[config.mk]
export PLATFORM = sky130hd
export DESIGN_NAME = hex_record_parser_unit
export DESIGN_NICKNAME = d
export VERILOG_FILES = /design/src/rtl/core/hrp_pkg.sv /design/src/rtl/core/hex_record_parser_unit.sv
export VERILOG_INCLUDE_DIRS = /design/src /design/src/rtl/core
export SDC_FILE = /design/constraint.sdc
export NUM_CORES = 1
export LEC_CHECK = 0
export ABC_AREA = 0
export BUFFER_PORTS_ARGS = -buffer_cell sky130_fd_sc_hd__buf_2
export CAP_MARGIN = 5
export CORE_MARGIN = 3
export CORE_UTILIZATION = 29
export CTS_BUF_LIST = sky130_fd_sc_hd__clkbuf_2
export CTS_CLUSTER_DIAMETER = 200
export DETAILED_ROUTE_END_ITERATION = 12
export SKIP_CTS_REPAIR_TIMING = 1
export SYNTH_ARGS = -nofsm -noshare
export SYNTH_HDL_FRONTEND = slang
export SYNTH_SLANG_ARGS = --single-unit
[constraint.sdc]
create_clock -name i_clk -period 11.31 [get_ports i_clk]
set_input_delay 1.131 -clock i_clk [delete_from_list [all_inputs] [get_ports i_clk]]
set_output_delay 1.131 -clock i_clk [all_outputs]
set_load 0.1 [all_outputs]
[src/rtl/core/hex_record_parser_unit_assert.svh]
// Assertion macros shared by the hex record parser RTL.
`ifndef HEX_RECORD_PARSER_UNIT_ASSERT_SVH
`define HEX_RECORD_PARSER_UNIT_ASSERT_SVH

// Same-cycle implication, disabled while reset is low.
`define HRP_ASSERT_NOW(label, clk, rst_n, ante, cons, msg) \
    label: assert property (@(posedge clk) disable iff (!(rst_n)) (ante) |-> (cons)) \
        else $error(msg);

// Next-cycle implication, disabled while reset is low.
`define HRP_ASSERT_NEXT(label, clk, rst_n, ante, cons, msg) \
    label: assert property (@(posedge clk) disable iff (!(rst_n)) (ante) |=> (cons)) \
        else $error(msg);

`endif

[src/rtl/core/hrp_pkg.sv]
// Types, codes and helper functions of the hex record parser.
package hrp_pkg;

    typedef enum logic [8:0] {
        PH_MARK = 9'b000000001,
        PH_LEN  = 9'b000000010,
        PH_OFF  = 9'b000000100,
        PH_TYPE = 9'b000001000,
        PH_DATA = 9'b000010000,
        PH_SUM  = 9'b000100000,
        PH_END  = 9'b001000000,
        PH_LF   = 9'b010000000,
        PH_DONE = 9'b100000000
    } t_phase;

    // result kinds
    localparam logic [1:0] KIND_DATA   = 2'd0;
    localparam logic [1:0] KIND_RECORD = 2'd1;
    localparam logic [1:0] KIND_ERROR  = 2'd2;

    // error codes
    localparam logic [2:0] ERR_MARK   = 3'd0;
    localparam logic [2:0] ERR_LENGTH = 3'd1;
    localparam logic [2:0] ERR_OFFSET = 3'd2;
    localparam logic [2:0] ERR_TYPE   = 3'd3;
    localparam logic [2:0] ERR_DATA   = 3'd4;
    localparam logic [2:0] ERR_SUM    = 3'd5;
    localparam logic [2:0] ERR_END    = 3'd6;

    localparam logic [7:0] CHAR_COLON = 8'h3A;
    localparam logic [7:0] CHAR_CR    = 8'h0D;
    localparam logic [7:0] CHAR_LF    = 8'h0A;

    localparam logic [7:0] EOF_TYPE   = 8'h01;
    localparam int unsigned COL_BITS  = 10;
    localparam logic [COL_BITS-1:0] COL_LEN    = 10'd2;
    localparam logic [COL_BITS-1:0] COL_TYPE   = 10'd8;
    localparam logic [COL_BITS-1:0] COL_SUM0   = 10'd10;

    localparam int unsigned TDATA_BITS = 80;

    // {invalid, nibble}
    function automatic logic [4:0] hex_decode(input logic [7:0] c);
        logic [4:0] r;
        r = 5'h10;
        if (c >= 8'h30 && c <= 8'h39) begin
            r = {1'b0, 4'(c - 8'h30)};
        end else if (c >= 8'h61 && c <= 8'h66) begin
            r = {1'b0, 4'(c - 8'h57)};
        end else if (c >= 8'h41 && c <= 8'h46) begin
            r = {1'b0, 4'(c - 8'h37)};
        end
        return r;
    endfunction

endpackage

[src/rtl/core/hex_record_parser_unit.sv]
// Hex record parser: walks text records one character per transaction.
//
// One character is taken per clock cycle, back to back, while the sink
// accepts results, and each character yields at most one result (input
// register, then record-state update into the output register). The
// rate is set by the state update; while a result waits for the sink, the
// input register can still take one character. Results carry a kind in
// tuser: data byte, record complete with good checksum, or error. After
// the first error, or after an end-of-file record, characters are still
// taken but yield nothing until reset. type_limit is written through the
// cfg channel, by the user only while the block is idle (not enforced).
`include "hex_record_parser_unit_assert.svh"

module hex_record_parser_unit #(
    parameter int LINE_BITS = 16
) (
    input  logic        i_clk,
    input  logic        i_rst_n,
    // configuration: type_limit
    input  logic        i_cfg_valid,
    output logic        o_cfg_ready,
    input  logic [7:0]  i_cfg_data,
    // input stream
    input  logic        i_s_tvalid,
    output logic        o_s_tready,
    input  logic [7:0]  i_s_tdata,   // [7:0] character
    // result stream
    output logic        o_m_tvalid,
    input  logic        i_m_tready,
    // [7:0] data_value, [15:8] byte_index, [31:16] load_offset,
    // [39:32] record_type, [47:40] record_length, [50:48] error_code,
    // [66:51] line_number, [76:67] column_number, [79:77] zero
    output logic [hrp_pkg::TDATA_BITS-1:0] o_m_tdata,
    output logic [1:0]  o_m_tuser    // [1:0] kind
);

    localparam logic [LINE_BITS-1:0] LINE_TOP = '1;
    localparam logic [hrp_pkg::COL_BITS-1:0] COL_TOP = '1;

    logic [7:0]                    r_type_limit;
    logic                          r_in_valid;
    logic [7:0]                    r_in_char;

    hrp_pkg::t_phase               r_phase, n_phase;
    logic [2:0]                    r_digit, n_digit;
    logic [3:0]                    r_high, n_high;
    logic [7:0]                    r_length, n_length;
    logic [15:0]                   r_offset, n_offset;
    logic [7:0]                    r_type, n_type;
    logic [7:0]                    r_sum, n_sum;
    logic [7:0]                    r_data_count, n_data_count;
    logic [LINE_BITS-1:0]          r_line, n_line;
    logic [hrp_pkg::COL_BITS-1:0]  r_column, n_column;
    logic                          r_halted, n_halted;

    logic                          r_out_valid;
    logic [1:0]                    r_out_kind;
    logic [hrp_pkg::TDATA_BITS-1:0] r_out_data;

    logic                          proc_ready;
    logic                          proc_fire;
    logic [4:0]                    hx;
    logic                          h_bad;
    logic [3:0]                    h;
    logic [7:0]                    byte_v;
    logic [15:0]                   off_shift;
    logic [hrp_pkg::COL_BITS-1:0]  pos_inc;
    logic [LINE_BITS-1:0]          ln_full;
    logic [LINE_BITS+15:0]         ln_ext;
    logic [15:0]                   ln_out;

    logic                          e_emit;
    logic [1:0]                    e_kind;
    logic [7:0]                    e_value;
    logic [7:0]                    e_idx;
    logic [2:0]                    e_code;
    logic [hrp_pkg::COL_BITS-1:0]  e_col;

    assign o_cfg_ready = 1'b1;
    assign proc_ready  = !r_out_valid || i_m_tready;
    assign o_s_tready  = !r_in_valid || proc_ready;
    assign proc_fire   = r_in_valid && proc_ready;

    assign o_m_tvalid  = r_out_valid;
    assign o_m_tdata   = r_out_data;
    assign o_m_tuser   = r_out_kind;

    assign hx        = hrp_pkg::hex_decode(r_in_char);
    assign h_bad     = hx[4];
    assign h         = hx[3:0];
    assign byte_v    = {r_high, h};
    assign off_shift = {r_offset[11:0], h};
    assign pos_inc   = (r_column == COL_TOP) ? r_column : r_column + 1'b1;

    // 1-based line of the current record, clamped to 16 bits
    assign ln_full = (r_line == LINE_TOP) ? r_line : r_line + 1'b1;
    assign ln_ext  = {16'b0, ln_full};
    assign ln_out  = (ln_ext[LINE_BITS+15:16] != '0) ? 16'hFFFF : ln_ext[15:0];

    always_comb begin
        n_phase      = r_phase;
        n_digit      = r_digit;
        n_high       = r_high;
        n_length     = r_length;
        n_offset     = r_offset;
        n_type       = r_type;
        n_sum        = r_sum;
        n_data_count = r_data_count;
        n_line       = r_line;
        n_column     = r_column;
        n_halted     = r_halted;
        e_emit       = 1'b0;
        e_kind       = hrp_pkg::KIND_ERROR;
        e_value      = 8'd0;
        e_idx        = 8'd0;
        e_code       = hrp_pkg::ERR_MARK;
        e_col        = '0;

        if (!r_halted && r_phase != hrp_pkg::PH_DONE) begin
            n_column = pos_inc;
            case (r_phase)
                hrp_pkg::PH_MARK: begin
                    if (r_in_char != hrp_pkg::CHAR_COLON) begin
                        e_emit = 1'b1;
                        e_code = hrp_pkg::ERR_MARK;
                        e_col  = pos_inc;
                    end else begin
                        n_digit      = '0;
                        n_high       = '0;
                        n_length     = '0;
                        n_offset     = '0;
                        n_type       = '0;
                        n_sum        = '0;
                        n_data_count = '0;
                        n_phase      = hrp_pkg::PH_LEN;
                    end
                end
                hrp_pkg::PH_LEN: begin
                    if (h_bad) begin
                        e_emit = 1'b1;
                        e_code = hrp_pkg::ERR_LENGTH;
                        e_col  = hrp_pkg::COL_LEN;
                    end else if (r_digit == '0) begin
                        n_high  = h;
                        n_digit = 3'd1;
                    end else begin
                        n_length = byte_v;
                        n_sum    = r_sum + byte_v;
                        n_digit  = '0;
                        n_phase  = hrp_pkg::PH_OFF;
                    end
                end
                hrp_pkg::PH_OFF: begin
                    if (h_bad) begin
                        e_emit = 1'b1;
                        e_code = hrp_pkg::ERR_OFFSET;
                        e_col  = pos_inc;
                    end else begin
                        n_offset = off_shift;
                        n_digit  = r_digit + 1'b1;
                        if (r_digit == 3'd3) begin
                            n_sum   = r_sum + off_shift[15:8] + off_shift[7:0];
                            n_digit = '0;
                            n_phase = hrp_pkg::PH_TYPE;
                        end
                    end
                end
                hrp_pkg::PH_TYPE: begin
                    if (h_bad) begin
                        e_emit = 1'b1;
                        e_code = hrp_pkg::ERR_TYPE;
                        e_col  = hrp_pkg::COL_TYPE;
                    end else if (r_digit == '0) begin
                        n_high  = h;
                        n_digit = 3'd1;
                    end else begin
                        n_type  = byte_v;
                        n_digit = '0;
                        if (byte_v >= r_type_limit) begin
                            e_emit = 1'b1;
                            e_code = hrp_pkg::ERR_TYPE;
                            e_col  = hrp_pkg::COL_TYPE;
                        end else begin
                            n_sum   = r_sum + byte_v;
                            n_phase = (r_length == '0) ? hrp_pkg::PH_SUM : hrp_pkg::PH_DATA;
                        end
                    end
                end
                hrp_pkg::PH_DATA: begin
                    if (h_bad) begin
                        e_emit = 1'b1;
                        e_code = hrp_pkg::ERR_DATA;
                        e_col  = pos_inc;
                    end else if (r_digit == '0) begin
                        n_high  = h;
                        n_digit = 3'd1;
                    end else begin
                        n_digit      = '0;
                        n_sum        = r_sum + byte_v;
                        e_emit       = 1'b1;
                        e_kind       = hrp_pkg::KIND_DATA;
                        e_value      = byte_v;
                        e_idx        = r_data_count;
                        n_data_count = r_data_count + 1'b1;
                        if (n_data_count >= r_length) begin
                            n_phase = hrp_pkg::PH_SUM;
                        end
                    end
                end
                hrp_pkg::PH_SUM: begin
                    if (h_bad) begin
                        e_emit = 1'b1;
                        e_code = hrp_pkg::ERR_SUM;
                        e_col  = pos_inc;
                    end else if (r_digit == '0) begin
                        n_high  = h;
                        n_digit = 3'd1;
                    end else begin
                        n_digit = '0;
                        e_emit  = 1'b1;
                        if (8'(r_sum + byte_v) != 8'd0) begin
                            e_code = hrp_pkg::ERR_SUM;
                            e_col  = hrp_pkg::COL_SUM0 + {1'b0, r_length, 1'b0};
                        end else begin
                            e_kind  = hrp_pkg::KIND_RECORD;
                            n_phase = (r_type == hrp_pkg::EOF_TYPE) ? hrp_pkg::PH_DONE
                                                                     : hrp_pkg::PH_END;
                        end
                    end
                end
                hrp_pkg::PH_END: begin
                    if (r_in_char == hrp_pkg::CHAR_CR) begin
                        n_phase = hrp_pkg::PH_LF;
                    end else if (r_in_char != hrp_pkg::CHAR_LF) begin
                        e_emit = 1'b1;
                        e_code = hrp_pkg::ERR_END;
                        e_col  = pos_inc;
                    end else begin
                        n_line   = (r_line == LINE_TOP) ? r_line : r_line + 1'b1;
                        n_column = '0;
                        n_phase  = hrp_pkg::PH_MARK;
                    end
                end
                hrp_pkg::PH_LF: begin
                    // report at the column of the lone CR
                    if (r_in_char != hrp_pkg::CHAR_LF) begin
                        e_emit = 1'b1;
                        e_code = hrp_pkg::ERR_END;
                        e_col  = r_column;
                    end else begin
                        n_line   = (r_line == LINE_TOP) ? r_line : r_line + 1'b1;
                        n_column = '0;
                        n_phase  = hrp_pkg::PH_MARK;
                    end
                end
                default: begin
                    n_column = r_column;
                end
            endcase
            if (e_emit && e_kind == hrp_pkg::KIND_ERROR) begin
                n_halted = 1'b1;
            end
        end
    end

    // control state
    always_ff @(posedge i_clk) begin
        if (!i_rst_n) begin
            r_type_limit <= 8'd6;
            r_in_valid   <= 1'b0;
            r_out_valid  <= 1'b0;
            r_phase      <= hrp_pkg::PH_MARK;
            r_digit      <= '0;
            r_high       <= '0;
            r_length     <= '0;
            r_offset     <= '0;
            r_type       <= '0;
            r_sum        <= '0;
            r_data_count <= '0;
            r_line       <= '0;
            r_column     <= '0;
            r_halted     <= 1'b0;
        end else begin
            if (i_cfg_valid) begin
                r_type_limit <= i_cfg_data;
            end
            if (o_s_tready) begin
                r_in_valid <= i_s_tvalid;
            end
            if (proc_ready) begin
                r_out_valid <= proc_fire && e_emit;
            end
            if (proc_fire) begin
                r_phase      <= n_phase;
                r_digit      <= n_digit;
                r_high       <= n_high;
                r_length     <= n_length;
                r_offset     <= n_offset;
                r_type       <= n_type;
                r_sum        <= n_sum;
                r_data_count <= n_data_count;
                r_line       <= n_line;
                r_column     <= n_column;
                r_halted     <= n_halted;
            end
        end
    end

    // payload
    always_ff @(posedge i_clk) begin
        if (i_s_tvalid && o_s_tready) begin
            r_in_char <= i_s_tdata;
        end
        if (proc_fire && e_emit) begin
            r_out_kind <= e_kind;
            r_out_data <= {3'b000, e_col, ln_out, e_code, n_length, n_type, n_offset,
                           e_idx, e_value};
        end
    end

    `HRP_ASSERT_NEXT(a_halt_sticky, i_clk, i_rst_n, r_halted, r_halted,
                     "halt flag cleared without reset")
    `HRP_ASSERT_NEXT(a_error_halts, i_clk, i_rst_n,
                     proc_fire && e_emit && e_kind == hrp_pkg::KIND_ERROR, r_halted,
                     "error result did not halt the parser")
    `HRP_ASSERT_NOW(a_quiet_when_stopped, i_clk, i_rst_n,
                    proc_fire && (r_halted || r_phase == hrp_pkg::PH_DONE), !e_emit,
                    "result produced after halt or end-of-file record")
    `HRP_ASSERT_NOW(a_mark_at_col0, i_clk, i_rst_n,
                    r_phase == hrp_pkg::PH_MARK && !r_halted, r_column == '0,
                    "record mark expected away from line start")
    `HRP_ASSERT_NOW(a_data_in_range, i_clk, i_rst_n,
                    r_phase == hrp_pkg::PH_DATA, r_data_count < r_length,
                    "data index reached record length in data phase")

endmodule
# Yosys cells after proc, flatten, opt, wreduce, memory -nomap -nowiden
# Cells that the tools add are included.
# word_totals
register_bits,188
inputBits,21
# op_classes
n_addsub,11
n_lt_le_gt_ge,8
eq_ne,36
mux,109
bitwise_logic,2
n_reduce_logical,38
# ops
operator,n
2-to-1 mux 9 bit,17
2-to-1 mux 8 bit,18
2-to-1 mux 10 bit,10
2-to-1 mux 16 bit,6
case mux 9 bit (8 select lines),1
case mux 10 bit (7 select lines),1
case mux 16 bit (2 select lines),2
case mux 8 bit (2 select lines),3
!= test 2 bit (second input constant),18
case mux 8 bit (4 select lines),1
2-to-1 mux 3 bit,10
case mux 10 bit (3 select lines),1
adder 8 bit,3
2-to-1 mux 4 bit,6
2-to-1 mux 2 bit,11
case mux 3 bit (7 select lines),1
AND reduction 6 bit,3
AND reduction 17 bit,1
adder 16 x 1 -> 16 bit (second input constant),1
== test 16 bit (second input constant),1
>= comparator 8 x 7 -> 1 bit (second input constant),2
>= comparator 8 bit,2
<= comparator 8 x 7 -> 1 bit (second input constant),2
nonzero test 8 bit,2
other kinds (47),81

# Depth between registers and ports, before layout
# logic_depth
depth_word,15
mapped_depth,18
ltp_nobuf,18

# Worst setup path after synthesis
# Ideal clock, no wire load.
# synth_timing
kind,register -> register
startpoint,register r_in_char[0]
endpoint,register r_halted
arrival_ns,5.412
required_time_ns,11.234
slack_ns,5.822
stages_incl_launch_ff,13
path_buffers,0
period_less_slack_ns,5.488
path_cell_list,edfxtp_1 -> ha_1 -> o21ba_2 -> o21ai_1 -> nand2_1 -> a21oi_1 -> ha_1 -> a2111oi_0 -> o31a_1 -> a221o_1 -> a41oi_2 -> o31ai_1 -> a21oi_1
# synth_between
elab_chain_len,15
elab_cells_between_ends,40
classes_between,add/sub: 4; order compare: 7; eq/ne: 4; mux: 19; reduce/logical: 6
# synth_rtl
item,line,source
from (decl),hex_record_parser_unit.sv:42,logic [7:0] r_in_char;
from (signal assigned),hex_record_parser_unit.sv:312,r_in_char <= i_s_tdata;
>= comparator 8 x 7 -> 1 bit / <= comparator 8 x 7 -> 1 bit (equally long branches),hrp_pkg.sv:50,end else if (c >= 8'h41 && c <= 8'h46) begin
logical AND 1 bit,hrp_pkg.sv:50,
2-to-1 mux 5 bit,hrp_pkg.sv:50,
2-to-1 mux 5 bit,hrp_pkg.sv:48,end else if (c >= 8'h61 && c <= 8'h66) begin
2-to-1 mux 5 bit (*),hrp_pkg.sv:46,if (c >= 8'h30 && c <= 8'h39) begin
net hx[3],hex_record_parser_unit.sv:62,logic [4:0] hx;
adder 8 bit,hex_record_parser_unit.sv:221,if (8'(r_sum + byte_v) != 8'd0) begin
nonzero test 8 bit,hex_record_parser_unit.sv:221,
2-to-1 mux 2 bit,hex_record_parser_unit.sv:221,
2-to-1 mux 2 bit,hex_record_parser_unit.sv:215,end else if (r_digit == '0) begin
2-to-1 mux 2 bit,hex_record_parser_unit.sv:211,if (h_bad) begin
case mux 2 bit (2 select lines),hex_record_parser_unit.sv:121,case (r_phase)
2-to-1 mux 2 bit,hex_record_parser_unit.sv:119,if (!r_halted && r_phase != hrp_pkg::PH_DONE) begin
== test 2 bit,hex_record_parser_unit.sv:260,if (e_emit && e_kind == hrp_pkg::KIND_ERROR) begin
logical AND 1 bit (*),hex_record_parser_unit.sv:260,
AND reduction 3 bit (no line) (*),n/a,
to (signal assigned),hex_record_parser_unit.sv:304,r_halted <= n_halted;
to (decl),hex_record_parser_unit.sv:54,"logic r_halted, n_halted;"
# Mark *: on every way through the listed nets, which the timed path passes. The rest lies on a longest branch. The select of a mux whose other input is x is not followed.
# A chain may end at the register's enable or synchronous reset.

# Worst setup path in the final report
# layout_timing
startpoint,register r_in_char[0]
endpoint,"register r_out_data, in the netlist o_m_tdata[57], enable pin"
# layout_between
elab_chain_len,13
elab_cells_between_ends,31
classes_between,add/sub: 3; order compare: 7; eq/ne: 3; mux: 14; reduce/logical: 4
# layout_rtl
item,line,source
>= comparator 8 x 7 -> 1 bit / <= comparator 8 x 7 -> 1 bit (equally long branches),hrp_pkg.sv:50,
logical AND 1 bit,hrp_pkg.sv:50,
2-to-1 mux 5 bit,hrp_pkg.sv:50,
2-to-1 mux 5 bit,hrp_pkg.sv:48,
2-to-1 mux 5 bit (*),hrp_pkg.sv:46,
net hx[3],hex_record_parser_unit.sv:62,
>= comparator 8 bit (*),hex_record_parser_unit.sv:179,if (byte_v >= r_type_limit) begin
2-to-1 mux 1 bit (*),hex_record_parser_unit.sv:179,
2-to-1 mux 1 bit (*),hex_record_parser_unit.sv:173,end else if (r_digit == '0) begin
2-to-1 mux 1 bit (*),hex_record_parser_unit.sv:169,if (h_bad) begin
case mux 1 bit (6 select lines) (*),hex_record_parser_unit.sv:121,
2-to-1 mux 1 bit (*) (2 in a row),hex_record_parser_unit.sv:119,
logical AND 1 bit (*),hex_record_parser_unit.sv:314,if (proc_fire && e_emit) begin
to (signal assigned),hex_record_parser_unit.sv:316,"r_out_data <= {3'b000, e_col, ln_out, e_code, n_length, n_type, n_offset,"
to (decl),hex_record_parser_unit.sv:58,logic [hrp_pkg::TDATA_BITS-1:0] r_out_data;
# Marked as above.

==> impl_metrics.csv <==
group,metric,value,unit
run_status,status,"finished, final reports clean",
critical_path,cp_max_fo,38,
critical_path,path_cells,"ha_1 > o21ba_2 > o21ai_1 > nand2_1 > a21oi_1 > ha_1 > a2111oi_0 > o31a_1 > a221o_1 > a41oi_4 > buf_4",
synthesis,yosysWarnings,0,
floorplanning,die_x,194,microns
run,maxCapViolCount,0,
sta,hold_viol,0,
final_layout,fillerInstances,3643,
power_and_ir_drop,peakVddDrop,0.0470,mV
synthesis,synthFlopType,"dfxtp_1",
placement,globalplace.congestion,0.920,
critical_path,max_stage_delay,780,ps
drt,routed_wl,28900,microns
floorplanning,num_io_pins,106,
floorplanning,die_h,194,microns
critical_path,worstSetupPathType,"flop to flop",
sta,rsz0062_at_grt,"false",
synthesis,synth.area.top_cells,"edfxtp_1 (25%), dfxtp_1 (20%), ha_1 (4.9%), nor2_1 (4.6%), nand2_1 (3.3%)",
sta,skew,39.8,ps
synthesis,synth.largest_area_cell,"edfxtp_1",
clocking,cts_buffer_depth,2,
placement,place_hpwl,21100,microns
hold_path,hp-class,"input port to flop",
synthesis,async_flop_share,0,
sta,finalCritPeriodShare,0.455,
synthesis,synth-edff-count,87,
critical_path,rr_endpoint,"o_m_tdata[57]",
critical_path,critPathSlowestCell,"a21oi_1",
synthesis,avgSynthCellArea,9.62,sq um
synthesis,synth_area,10300,sq um
grt,grt_pass1_vias,7971,
critical_path,cp-start-kind,"flop",
power_and_ir_drop,power_density,106,nW/um^2
sta,maxSlewViolCount,0,
synthesis,synthDominantCellAreaShare,0.255,
grt,grt_usage,0.152,
clocking,cts_buffers,17,
final_layout,final_common_cell,"nor2_1",
sta,fin_tns_setup,0,ps
drt,post-route-drc-count,0,
drt,first_pass_iters,5,
clocking,cts_tree,"yes",
drt,num_vias,8310,
grt,grt_max_degree,83,
drt,ant_nets,0,
hold_path,hold_end,"r_in_char[3]",
hold_path,min-delay-start,"i_s_tdata[3]",
floorplanning,core,34700,sq um
final_layout,area_delta_synth_final,10.9,%
power_and_ir_drop,p_leak,0.00430,uW
critical_path,cpMostUsedCell,"ha_1",
critical_path,endpoint_kind,"flop",
clocking,cts_max_level,4,
clocking,clkSinkCount,188,
sta,hold_slack,450,ps
critical_path,r2r-start,"r_in_char[0]",
synthesis,yosys_register_bits,188,
sta,min_period,5140,ps
floorplanning,start_util,0.295,
critical_path,worst-r2r-cell-count,11,
grt,grt_overflow,0,
power_and_ir_drop,finalPower,1200,uW
drt,via_per_inst,5.15,
grt,grt_pass1_wl,45500,microns
hold_path,hold_depth,1,
synthesis,syn_inst,1066,
final_layout,drive_above_1_share,0.153,
drt,drt-initial-drc-count,689,
floorplanning,dieArea,37700,sq um
placement,port_buffers,101,
sta,tightest_slew,1030,ps
final_layout,final_core_util,0.328,
floorplanning,std_cell_rows,68,
grt,antenna_found_initial,1,
sta,finalSetupViolations,0,
critical_path,rrSetupSlack,6170,ps
clocking,clk_latency,850,ps
clocking,path_clk_slew,270,ps
synthesis,post_synth_num_cell_types,90,
critical_path,cp.required,11810,ps
final_layout,final_cell_mix,"nor2_1 (125), buf_2 (101), dfxtp_1 (101), nand2_1 (89), edfxtp_1 (87)",
placement,dp_slack,6200,ps
sta,fmax,194,MHz
final_layout,fin_nets,1215,
drt,post_drt_wl_per_cell,17.9,microns
synthesis,yosysSeqAreaShare,0.452,
critical_path,arrival,5640,ps
clocking,cts-root-buf,"clkbuf_2",
sta,setup_ws,6170,ps
sta,relSlewSlack,0.313,
metrics by stage:
stage | std cells | area [sq um]
after floorplan | 1068 | 10300
after global placement | 1581 | 11200
after detailed placement | 1581 | 11200
after CTS | 1613 | 11400
after global routing | 1614 | 11400
final | 1614 | 11400
power breakdown:
group	internal, uW	switching [uW]
clock network	65.1	251
logic	27.8	124
registers	728	8.59
cell usage after synthesis (all sizes together) (4+ instances only):
| master | n |
|---|---|
| a22oi | 15 |
| a22o | 38 |
| mux2i | 21 |
| o211a | 5 |
| inv | 51 |
| mux2 | 4 |
| or3 | 8 |
| nand3 | 27 |
| nand4 | 15 |
| nor2 | 126 |
| o21ai | 63 |
| o21a | 6 |
| and2 | 22 |
| ha | 40 |
| o31ai | 4 |
| nand2b | 11 |
| xnor2 | 30 |
| fa | 9 |
| nand3b | 6 |
| or4 | 4 |
| clkbuf | 26 |
| dfxtp | 101 |
| nand2 | 90 |
| and4 | 5 |
| edfxtp | 87 |
| a211oi | 6 |
| nor4 | 8 |
| and3 | 14 |
| buf | 27 |
| xor2 | 19 |
| a21oi | 60 |
| o211ai | 6 |
| nor4b | 5 |
| a21o | 4 |
| nor2b | 12 |
| a31oi | 5 |
| nor3 | 32 |
flip-flops by register name, summed over array words and instances (netlist names), 2 cells and up:
name          flops
r_offset         16
r_data_count      8
r_high            4
o_m_tuser         2
r_phase           9
r_sum             8
r_type_limit      8
r_line           16
r_in_char         8
r_type            8
r_digit           3
o_m_tdata        77
r_length          8
r_column         10
worst max-delay path by stage:
stage | slack, ps | start | endpoint | depth (start not counted)
floorplan | 5820 | r_in_char[0] | r_halted | 12
global placement | 6380 | r_in_char[0] | o_m_tdata[56] | 11
detailed placement | 6200 | r_in_char[0] | r_halted | 13
CTS | 6160 | r_in_char[0] | r_halted | 13
global route | 5840 | r_in_char[0] | r_halted | 13
finish | 6170 | r_in_char[0] | o_m_tdata[57] | 11
worst max-delay path: cells and delay by family (launching register included):
kind,cells,cell delay (ps)
AO/OA/AOI/OAI,7,2900
adder cells (fa/ha/maj),2,620
flip-flops,1,540
AND/OR/NAND/NOR,1,120
buffers and inverters,1,600
layer usage:
metal / share of wire / global-route usage
met1: 0.45 / 0.202
met2: 0.46 / 0.242
met3: 0.063 / 0.0375
met4: 0.024 / 0.0529
met5: 0 / 0
logic make-up (layout without fill, tap and decap cells):
logic type      after synthesis  count (layout)  synth area share
mux                          25              25            0.0249
fa+ha+maj                    49              49            0.0664
simple gates                398             398             0.200
flops                       188             188             0.452
compound gates              251             251             0.169
other cells                   2               5          0.000732
buf+inv                     104             194            0.0444
xor+xnor                     49              49            0.0426
area by class of cell:
type | instances | area (sq um) | area share
diodes | 1 | 2.50 | 0.000220
clock buffers | 19 | 95.1 | 0.00836
clock inverters | 13 | 108 | 0.00946
inverters | 51 | 191 | 0.0168
multi-input cells | 776 | 5190 | 0.457
flip-flops and latches | 188 | 4630 | 0.407
well taps | 455 | 569 | 0.0500
repair buffers | 111 | 581 | 0.0510
No activity file was read; power rests on OpenSTA's default activity.
